==> src/sv/zzrf_pkg.sv <==
// ----------------------------------------------------------------------------
// zzrf_pkg: shared types and constants for the zigzag rail fence permuter
// Holds the message capacity, derived widths and the structs that travel
// between the front end, the job queue and the back end.
// ----------------------------------------------------------------------------
package zzrf_pkg;

  // Message capacity in bytes per bank.
  localparam int MAX_LEN = 64;
  localparam int ADDR_W  = $clog2(MAX_LEN);
  // Wide enough to hold MAX_LEN itself.
  localparam int CNT_W   = ADDR_W + 1;
  // Candidate positions stay below three times the capacity.
  localparam int POS_W   = ADDR_W + 2;
  // Width of the rail count register.
  localparam int ROWS_W  = 7;
  // Two banks, so two jobs in flight at most.
  localparam int QDEPTH  = 2;
  localparam int QCNT_W  = $clog2(QDEPTH + 1);

  typedef struct packed {
    logic [7:0] data_byte;
    logic       is_last;
  } in_word_t;

  typedef struct packed {
    logic [7:0] out_byte;
    logic       out_last;
    logic       overflow;
  } out_word_t;

  // One finished message waiting to be reordered.
  typedef struct packed {
    logic             bank;
    logic [CNT_W-1:0] len;
    logic             ovf;
  } job_t;

  typedef struct packed {
    logic              we;
    logic [ADDR_W:0]   addr;
    logic [7:0]        data;
  } mem_wr_t;

  typedef struct packed {
    logic              en;
    logic [ADDR_W:0]   addr;
  } mem_rd_t;

endpackage

==> src/sv/zzrf_front.sv <==
// ----------------------------------------------------------------------------
// zzrf_front: message loader
// Accepts words, writes bytes into the current bank, counts them, notes
// truncation and hands a finished message to the job queue.
// ----------------------------------------------------------------------------
module zzrf_front (
  input  logic              clk,
  input  logic              rst_n,
  input  logic              accept,
  input  zzrf_pkg::in_word_t in_word,
  output zzrf_pkg::mem_wr_t mem_wr,
  output logic              push,
  output zzrf_pkg::job_t    push_job
);
  import zzrf_pkg::*;

  logic [CNT_W-1:0] cnt_r, cnt_nxt;
  logic             ovf_r, ovf_nxt;
  logic             bank_r, bank_nxt;
  logic             full;

  assign full = (cnt_r == CNT_W'(MAX_LEN));

  always_comb begin
    cnt_nxt  = cnt_r;
    ovf_nxt  = ovf_r;
    bank_nxt = bank_r;

    mem_wr.we   = accept && !full;
    mem_wr.addr = {bank_r, cnt_r[ADDR_W-1:0]};
    mem_wr.data = in_word.data_byte;

    push          = accept && in_word.is_last;
    push_job.bank = bank_r;
    push_job.len  = full ? cnt_r : cnt_r + CNT_W'(1);
    push_job.ovf  = ovf_r || full;

    if (accept) begin
      if (full) begin
        ovf_nxt = 1'b1;
      end else begin
        cnt_nxt = cnt_r + CNT_W'(1);
      end
      if (in_word.is_last) begin
        cnt_nxt  = '0;
        ovf_nxt  = 1'b0;
        bank_nxt = !bank_r;
      end
    end
  end

  always_ff @(posedge clk) begin
    if (!rst_n) begin
      cnt_r  <= '0;
      ovf_r  <= 1'b0;
      bank_r <= 1'b0;
    end else begin
      cnt_r  <= cnt_nxt;
      ovf_r  <= ovf_nxt;
      bank_r <= bank_nxt;
    end
  end

endmodule

==> src/sv/zzrf_queue.sv <==
// ----------------------------------------------------------------------------
// zzrf_queue: job queue between loader and emitter
// Two-entry queue of finished messages. An entry stays until the emitter
// has issued the last read of its bank, so a full queue means both banks
// are taken.
// ----------------------------------------------------------------------------
module zzrf_queue (
  input  logic           clk,
  input  logic           rst_n,
  input  logic           push,
  input  zzrf_pkg::job_t push_job,
  input  logic           pop,
  output zzrf_pkg::job_t head,
  output logic           empty,
  output logic           full
);
  import zzrf_pkg::*;

  job_t              entry_r [QDEPTH];
  logic              wr_ptr_r, rd_ptr_r;
  logic [QCNT_W-1:0] count_r, count_nxt;

  assign head  = entry_r[rd_ptr_r];
  assign empty = (count_r == '0);
  assign full  = (count_r == QCNT_W'(QDEPTH));

  always_comb begin
    count_nxt = count_r;
    if (push && !pop) begin
      count_nxt = count_r + QCNT_W'(1);
    end else if (pop && !push) begin
      count_nxt = count_r - QCNT_W'(1);
    end
  end

  always_ff @(posedge clk) begin
    if (push) begin
      entry_r[wr_ptr_r] <= push_job;
    end
  end

  always_ff @(posedge clk) begin
    if (!rst_n) begin
      wr_ptr_r <= 1'b0;
      rd_ptr_r <= 1'b0;
      count_r  <= '0;
    end else begin
      count_r <= count_nxt;
      if (push) begin
        wr_ptr_r <= !wr_ptr_r;
      end
      if (pop) begin
        rd_ptr_r <= !rd_ptr_r;
      end
    end
  end

  a_no_push_when_full: assert property (@(posedge clk) disable iff (!rst_n)
    push |-> (!full || pop))
    else $error("job pushed into a full queue");

  a_no_pop_when_empty: assert property (@(posedge clk) disable iff (!rst_n)
    pop |-> !empty)
    else $error("job popped from an empty queue");

endmodule

==> src/sv/zzrf_back.sv <==
// ----------------------------------------------------------------------------
// zzrf_back: rail order sequencer
// Walks the rails of the head job one candidate position a cycle, issues
// a store read for every position inside the message and marks the last.
// ----------------------------------------------------------------------------
module zzrf_back (
  input  logic                      clk,
  input  logic                      rst_n,
  input  logic [zzrf_pkg::ROWS_W-1:0] num_rows,
  input  zzrf_pkg::job_t            head,
  input  logic                      q_empty,
  output logic                      q_pop,
  output zzrf_pkg::mem_rd_t         mem_rd,
  output logic                      strobe,
  output logic                      last,
  output logic                      ovf
);
  import zzrf_pkg::*;

  logic              active_r, active_nxt;
  logic              straight_r, straight_nxt;
  logic              bank_r, bank_nxt;
  logic              jovf_r, jovf_nxt;
  logic [CNT_W-1:0]  len_r, len_nxt;
  logic [ADDR_W-1:0] rows_r, rows_nxt;
  logic [POS_W-1:0]  cyc_r, cyc_nxt;
  logic [ADDR_W-1:0] row_r, row_nxt;
  logic [POS_W-1:0]  base_r, base_nxt;
  logic              phase_r, phase_nxt;
  logic [ADDR_W-1:0] cnt_r, cnt_nxt;
  logic              strobe_r, last_r, ovf_r;

  logic [POS_W-1:0]  cand;
  logic [POS_W-1:0]  next_base;
  logic              hit, done_hit, middle;

  always_comb begin
    if (straight_r) begin
      cand = POS_W'(cnt_r);
    end else if (phase_r) begin
      cand = base_r + cyc_r - POS_W'(row_r);
    end else begin
      cand = base_r + POS_W'(row_r);
    end
    hit       = active_r && (cand < POS_W'(len_r));
    done_hit  = hit && (CNT_W'(cnt_r) == len_r - CNT_W'(1));
    middle    = (row_r != '0) && (row_r != rows_r - ADDR_W'(1));
    next_base = base_r + cyc_r;
  end

  assign q_pop       = done_hit;
  assign mem_rd.en   = hit;
  assign mem_rd.addr = {bank_r, cand[ADDR_W-1:0]};

  always_comb begin
    active_nxt   = active_r;
    straight_nxt = straight_r;
    bank_nxt     = bank_r;
    jovf_nxt     = jovf_r;
    len_nxt      = len_r;
    rows_nxt     = rows_r;
    cyc_nxt      = cyc_r;
    row_nxt      = row_r;
    base_nxt     = base_r;
    phase_nxt    = phase_r;
    cnt_nxt      = cnt_r;

    if (!active_r) begin
      if (!q_empty) begin
        active_nxt   = 1'b1;
        bank_nxt     = head.bank;
        jovf_nxt     = head.ovf;
        len_nxt      = head.len;
        straight_nxt = (num_rows <= ROWS_W'(1)) || (num_rows >= ROWS_W'(head.len));
        rows_nxt     = num_rows[ADDR_W-1:0];
        cyc_nxt      = POS_W'({num_rows, 1'b0}) - POS_W'(2);
        row_nxt      = '0;
        base_nxt     = '0;
        phase_nxt    = 1'b0;
        cnt_nxt      = '0;
      end
    end else begin
      if (hit) begin
        cnt_nxt = cnt_r + ADDR_W'(1);
      end
      if (!straight_r) begin
        if (!phase_r && middle) begin
          phase_nxt = 1'b1;
        end else begin
          phase_nxt = 1'b0;
          if (next_base >= POS_W'(len_r)) begin
            base_nxt = '0;
            row_nxt  = row_r + ADDR_W'(1);
          end else begin
            base_nxt = next_base;
          end
        end
      end
      if (done_hit) begin
        active_nxt = 1'b0;
      end
    end
  end

  always_ff @(posedge clk) begin
    straight_r <= straight_nxt;
    bank_r     <= bank_nxt;
    jovf_r     <= jovf_nxt;
    len_r      <= len_nxt;
    rows_r     <= rows_nxt;
    cyc_r      <= cyc_nxt;
    row_r      <= row_nxt;
    base_r     <= base_nxt;
    phase_r    <= phase_nxt;
    cnt_r      <= cnt_nxt;
    last_r     <= done_hit;
    ovf_r      <= jovf_r;
  end

  always_ff @(posedge clk) begin
    if (!rst_n) begin
      active_r <= 1'b0;
      strobe_r <= 1'b0;
    end else begin
      active_r <= active_nxt;
      strobe_r <= hit;
    end
  end

  assign strobe = strobe_r;
  assign last   = last_r;
  assign ovf    = ovf_r;

  a_read_in_message: assert property (@(posedge clk) disable iff (!rst_n)
    mem_rd.en |-> (cand < POS_W'(len_r)))
    else $error("store read beyond the message length");

  a_idle_after_last: assert property (@(posedge clk) disable iff (!rst_n)
    q_pop |=> (!active_r && strobe_r && last_r))
    else $error("sequencer did not close the job after its last read");

endmodule

==> src/sv/zigzag_rail_fence_permuter.sv <==
// ----------------------------------------------------------------------------
// zigzag_rail_fence_permuter: rail fence reordering of byte messages
// Flow: the queue registers a finished message, the idle emitter loads it as a
//   job and issues its reads, and each reordered word leaves from the registered
//   read data and flags; later words follow one per cycle while positions hit.
// Loading: one word per cycle while busy is low; the loader fills one bank
//   while the emitter still reads the message in the other.
// Reset: synchronous, active low; clears counts, queue and sequencer, sets
//   the rail count to one. The results cannot be stalled by the receiver.
// ----------------------------------------------------------------------------
module zigzag_rail_fence_permuter (
  input  logic                        clk,
  input  logic                        rst_n,
  input  logic                        start,
  output logic                        busy,
  input  zzrf_pkg::in_word_t          in_word,
  output logic                        out_strobe,
  output zzrf_pkg::out_word_t         out_word,
  input  logic                        cfg_we,
  input  logic [zzrf_pkg::ROWS_W-1:0] cfg_wdata
);
  import zzrf_pkg::*;

  // The block is split into a loader (front), a two-entry job queue and
  // an emitter (back). The store holds two banks of MAX_LEN bytes, so the
  // loader fills one bank while the emitter reads the other one.

  logic [ROWS_W-1:0] num_rows_r;

  logic    accept;
  mem_wr_t mem_wr;
  mem_rd_t mem_rd;
  logic    push, pop, q_empty, q_full;
  job_t    push_job, head;
  logic    bk_strobe, bk_last, bk_ovf;

  logic [7:0] store_mem [2*MAX_LEN];
  logic [7:0] rd_data_r;

  // A word is taken whenever a bank is free: the queue only fills up when
  // both banks hold messages that still wait for emission.
  assign busy   = q_full;
  assign accept = start && !busy;

  // The user must write the rail count only while the block is idle (the block
  // does not enforce it), so the emitter may sample it when a job starts.
  always_ff @(posedge clk) begin
    if (!rst_n) begin
      num_rows_r <= ROWS_W'(1);
    end else if (cfg_we) begin
      num_rows_r <= cfg_wdata;
    end
  end

  zzrf_front u_front (
    .clk      (clk),
    .rst_n    (rst_n),
    .accept   (accept),
    .in_word  (in_word),
    .mem_wr   (mem_wr),
    .push     (push),
    .push_job (push_job)
  );

  zzrf_queue u_queue (
    .clk      (clk),
    .rst_n    (rst_n),
    .push     (push),
    .push_job (push_job),
    .pop      (pop),
    .head     (head),
    .empty    (q_empty),
    .full     (q_full)
  );

  zzrf_back u_back (
    .clk      (clk),
    .rst_n    (rst_n),
    .num_rows (num_rows_r),
    .head     (head),
    .q_empty  (q_empty),
    .q_pop    (pop),
    .mem_rd   (mem_rd),
    .strobe   (bk_strobe),
    .last     (bk_last),
    .ovf      (bk_ovf)
  );

  // Message store: one write port for the loader, one registered read
  // port for the emitter. The emitter frees a bank only at the edge that
  // takes its final read, so the loader never overwrites unread bytes.
  always_ff @(posedge clk) begin
    if (mem_wr.we) begin
      store_mem[mem_wr.addr] <= mem_wr.data;
    end
  end

  always_ff @(posedge clk) begin
    if (mem_rd.en) begin
      rd_data_r <= store_mem[mem_rd.addr];
    end
  end

  // The read data and the emitter's flags were registered on the same
  // edge, so the result word leaves straight from registers.
  assign out_strobe        = bk_strobe;
  assign out_word.out_byte = rd_data_r;
  assign out_word.out_last = bk_last;
  assign out_word.overflow = bk_ovf;

endmodule

==> config.mk <==
export PLATFORM = sky130hd
export DESIGN_NAME = zigzag_rail_fence_permuter
export DESIGN_NICKNAME = d
export VERILOG_FILES = /design/src/sv/zzrf_pkg.sv /design/src/sv/zzrf_front.sv /design/src/sv/zzrf_queue.sv /design/src/sv/zzrf_back.sv /design/src/sv/zigzag_rail_fence_permuter.sv
export SDC_FILE = /design/constraint.sdc
export NUM_CORES = 2
export LEC_CHECK = 0
export BUFFER_PORTS_ARGS = -buffer_cell sky130_fd_sc_hd__buf_2
export CAP_MARGIN = 10
export CELL_PAD_IN_SITES_DETAIL_PLACEMENT = 2
export CELL_PAD_IN_SITES_GLOBAL_PLACEMENT = 2
export CORE_MARGIN = 3
export CORE_UTILIZATION = 49
export CTS_BUF_LIST = sky130_fd_sc_hd__clkbuf_16
export DETAILED_ROUTE_END_ITERATION = 7
export GPL_ROUTABILITY_DRIVEN = 0
export PLACE_DENSITY_LB_ADDON = 0.1
export SYNTH_ARGS = -nofsm -noshare
export SYNTH_HDL_FRONTEND = slang
export SYNTH_SLANG_ARGS = --single-unit
==> constraint.sdc <==
create_clock -name clk -period 12 [get_ports clk]
set_clock_uncertainty 0.05 [all_clocks]
set_input_delay 2.4 -clock clk [delete_from_list [all_inputs] [get_ports clk]]
set_output_delay 2.4 -clock clk [all_outputs]
set_load 0.02 [all_outputs]
==> flow_summary.ini <==
[floorplanning]
core_area_sq_um = 93600
start_util_pct = 49.6
io_pins = 32
fp-row-count = 112
dieArea_sq_um = 98400
die_x_microns = 314
die_h_microns = 314

[outcome]
status = finished, final reports clean

[min_path]
hp-start = u_back.jovf_r$_DFFE_PP_
hp-class = flop to flop
whs_endpoint = u_back.ovf$_DFF_P_
holdPathStages = 0

[final_layout]
areaGrowthSynthToFinish_pct = 10.7
stdcell_count = 4900
seqCellArea_sq_um = 33300
fill_cells = 8696
multi_input_area_sq_um = 12100
layout.nets = 3609
drive_gt1_share_pct = 7.24
stdcell_area_sq_um = 51400

[clocking]
clkTransAtPathRegs_ns = 0.07
cts-root-buf = clkbuf_16
cts_resized = 0
h-tree-depth = 3
post_cts.repair.setup_buffers = 0
cts_buffers = 117
cts_buffer_depth = 3
cts.sinks = 1118
cts_tree = yes
clkLatencyLatePin_ns = 0.72
holdBufCountCts = 0

[grt]
grt_pass1_vias = 34500
grt_pass1_wl_microns = 242000
track_usage_pct = 33.3
antenna_found_initial = 2
overflow = 0
grt_max_degree = 182

[setup_path]
path_buf_inv = 4
crit_type = flop to flop
cp-start-kind = flop
cp.arrival_ns = 6.81
reg2regPathDepth = 14
cp.depth = 14
max_stage_delay_ns = 0.79
critPathTopFamily = buffers and inverters
slowest_stage = buf_4
cp_cell_sequence = inv_1 -> fa_1 -> mux2i_1 -> o21a_4 -> inv_8 -> buf_12 -> buf_4 -> mux2i_1 -> mux2i_1 -> o22ai_1 -> or3_1 -> a221o_1 -> a21oi_1 -> a41o_1
crit_path_max_fanout = 148
end_kind = flop
r2r_start = u_back.row_r[0]$_SDFFCE_PN0P_
cp_data_required_time_ns = 12.54
r2r_end = rd_data_r[2]$_DFFE_PP_
cpMostUsedCell = mux2i_1
rrSetupSlack_ns = 5.73

[synth]
ys_seq_area_share_pct = 71.8
synth-seq-cells = 1118
yosys.area_share.xor_xnor_pct = 0.925
synth_area_sq_um = 46400
yosys.area_share.simple_pct = 14.7
ys_warn_count = 0
synth_top_family_by_area = simple AND/OR/NAND/NOR gates
async_flop_share_pct = 0
synth_ff_type = edfxtp_1
synth_edf_count = 1093
syn_area_per_cell_sq_um = 13.0
synthAdderAreaFrac_pct = 1.34
ys_types = 61
syn_inst = 3573
syn_nets = 3641
synth_compound_gate_area_share_pct = 5.47
synthMuxAreaShare_pct = 3.33

[timing]
slew_headroom_pct = 16.9
setup_slack_ns = 5.73
tns_ns = 0
maxSlewViolCount = 0
setup_violations = 0
min_period_ns = 6.27
max_freq_ghz = 0.159
worst_pin_slew_ns = 1.25
hold_viol_final = 0
rsz0062_at_grt = no
period_share_pct = 52.3

[power_and_ir_drop]
ir_drop_v = 0.000160
finalPower_mw = 11.4
leakage_nw = 18.0
p_per_area_nw_per_um2 = 222

[place]
dp_hpwl_microns = 94700
port_buffers = 31
place_inst = 4676
place_area_sq_um = 47600
post-place-ws_ns = 5.80

[routing]
wl_microns = 164000
drc_errors = 0
drt_iter0_drc = 3399
via_count = 31200
routed_via_density = 6.37
wl_per_cell_microns = 33.5
firstDrtPassIters = 6
postRouteAntennaNets = 0

[job]
drv_cap = 0
## layer usage
layer	vias to the layer above	track usage (%)	routed length, microns
li1	13100	-	-
met3	396	4.59	9020
met1	16400	42.7	64900
met5	-	0	13
met4	2	13.6	7500
met2	1298	57.5	82800
## cells in the final DEF, fill, tap and decap left out, types with 27 or more instances in the layout
| master | count |
|---|---|
| ha_1 | 45 |
| a31oi_1 | 72 |
| xnor2_1 | 27 |
| clkbuf_16 | 118 |
| a311oi_1 | 78 |
| inv_1 | 77 |
| clkinv_1 | 28 |
| and3_1 | 103 |
| nand2_1 | 899 |
| a21oi_1 | 79 |
| o22ai_1 | 37 |
| edfxtp_1 | 1093 |
| nand3_1 | 281 |
| nor2_1 | 179 |
| buf_4 | 38 |
| mux2i_1 | 133 |
## per-stage QoR
stage,utilization [%],hold WS (ns)
after floorplan,-,0.273
after global placement,50.9,0.276
after detailed placement,50.9,0.291
after CTS,54.9,0.323
after global routing,54.9,0.342
final,54.9,0.324
## final cells by class
cell class	instances	area share, %
repair buffers	65	0.935
flip-flops and latches	1118	64.9
inverters	46	0.360
multi-input cells	2193	23.5
clock inverters	105	1.60
diodes	1	0.00487
clock buffers	118	5.75
well taps	1254	3.05
## power breakdown
group | total [mW] | internal, mW | switching [mW]
clock network | 3.66 | 2.04 | 1.62
logic | 3.33 | 0.915 | 2.42
registers | 4.41 | 4.35 | 0.0608
## state kept, by name (all words and copies together), names as in the netlist, 2 cells and up, named ones only
name	count
store_mem	1024
u_queue.entry_r	18
rd_data_r	8
num_rows_r	7
u_back.base_r	7
u_back.cyc_r	7
u_back.len_r	7
u_front.cnt_r	7
u_back.cnt_r	6
u_back.row_r	6
u_back.rows_r	6
u_queue.count_r	2
## how the worst max path moves through the flow
stage | start | endpoint
after floorplan | u_back.base_r[2]$_SDFFCE_PN0P_ | u_queue.count_r[1]$_SDFFE_PN0P_
after global placement | u_back.base_r[1]$_SDFFCE_PN0P_ | u_queue.count_r[1]$_SDFFE_PN0P_
after detailed placement | u_back.row_r[0]$_SDFFCE_PN0P_ | rd_data_r[2]$_DFFE_PP_
after CTS | u_back.row_r[0]$_SDFFCE_PN0P_ | rd_data_r[2]$_DFFE_PP_
after global routing | u_back.row_r[0]$_SDFFCE_PN0P_ | rd_data_r[2]$_DFFE_PP_
final | u_back.row_r[0]$_SDFFCE_PN0P_ | rd_data_r[2]$_DFFE_PP_
## cell families (layout without fill, tap and decap cells)
family,after synthesis,count (layout)
AO/OA/AOI/OAI,369,369
adder cells (fa/ha/maj),48,48
multiplexers,147,147
flip-flops,1118,1118
other,1,2
XOR/XNOR,49,49
AND/OR/NAND/NOR,1579,1579
buffers and inverters,262,334
## cell usage after synthesis (all sizes together), types with 6 or more instances
cell type	count	area share (%)
edfxtp	1093	71
nand2	903	7.3
nand3	285	3.1
nor2	180	1.5
mux2i	134	2.9
clkbuf	112	0.91
buf	104	1.1
and3	103	1.4
a21oi	80	0.86
a311oi	78	1.5
a31oi	72	0.97
inv	46	0.37
ha	45	1.2
o22ai	37	0.50
xnor2	27	0.51
or3	26	0.35
dfxtp	25	1.1
o21ai	24	0.26
xor2	22	0.42
nor2b	20	0.27
nor3	14	0.15
and2	13	0.18
a211oi	11	0.18
nand2b	10	0.13
a21o	9	0.15
a221o	8	0.17
mux2	8	0.19
a22oi	7	0.11
a221oi	6	0.11
a31o	6	0.11
nand4	6	0.081
Note: power is estimated with default switching activity, not from simulation.
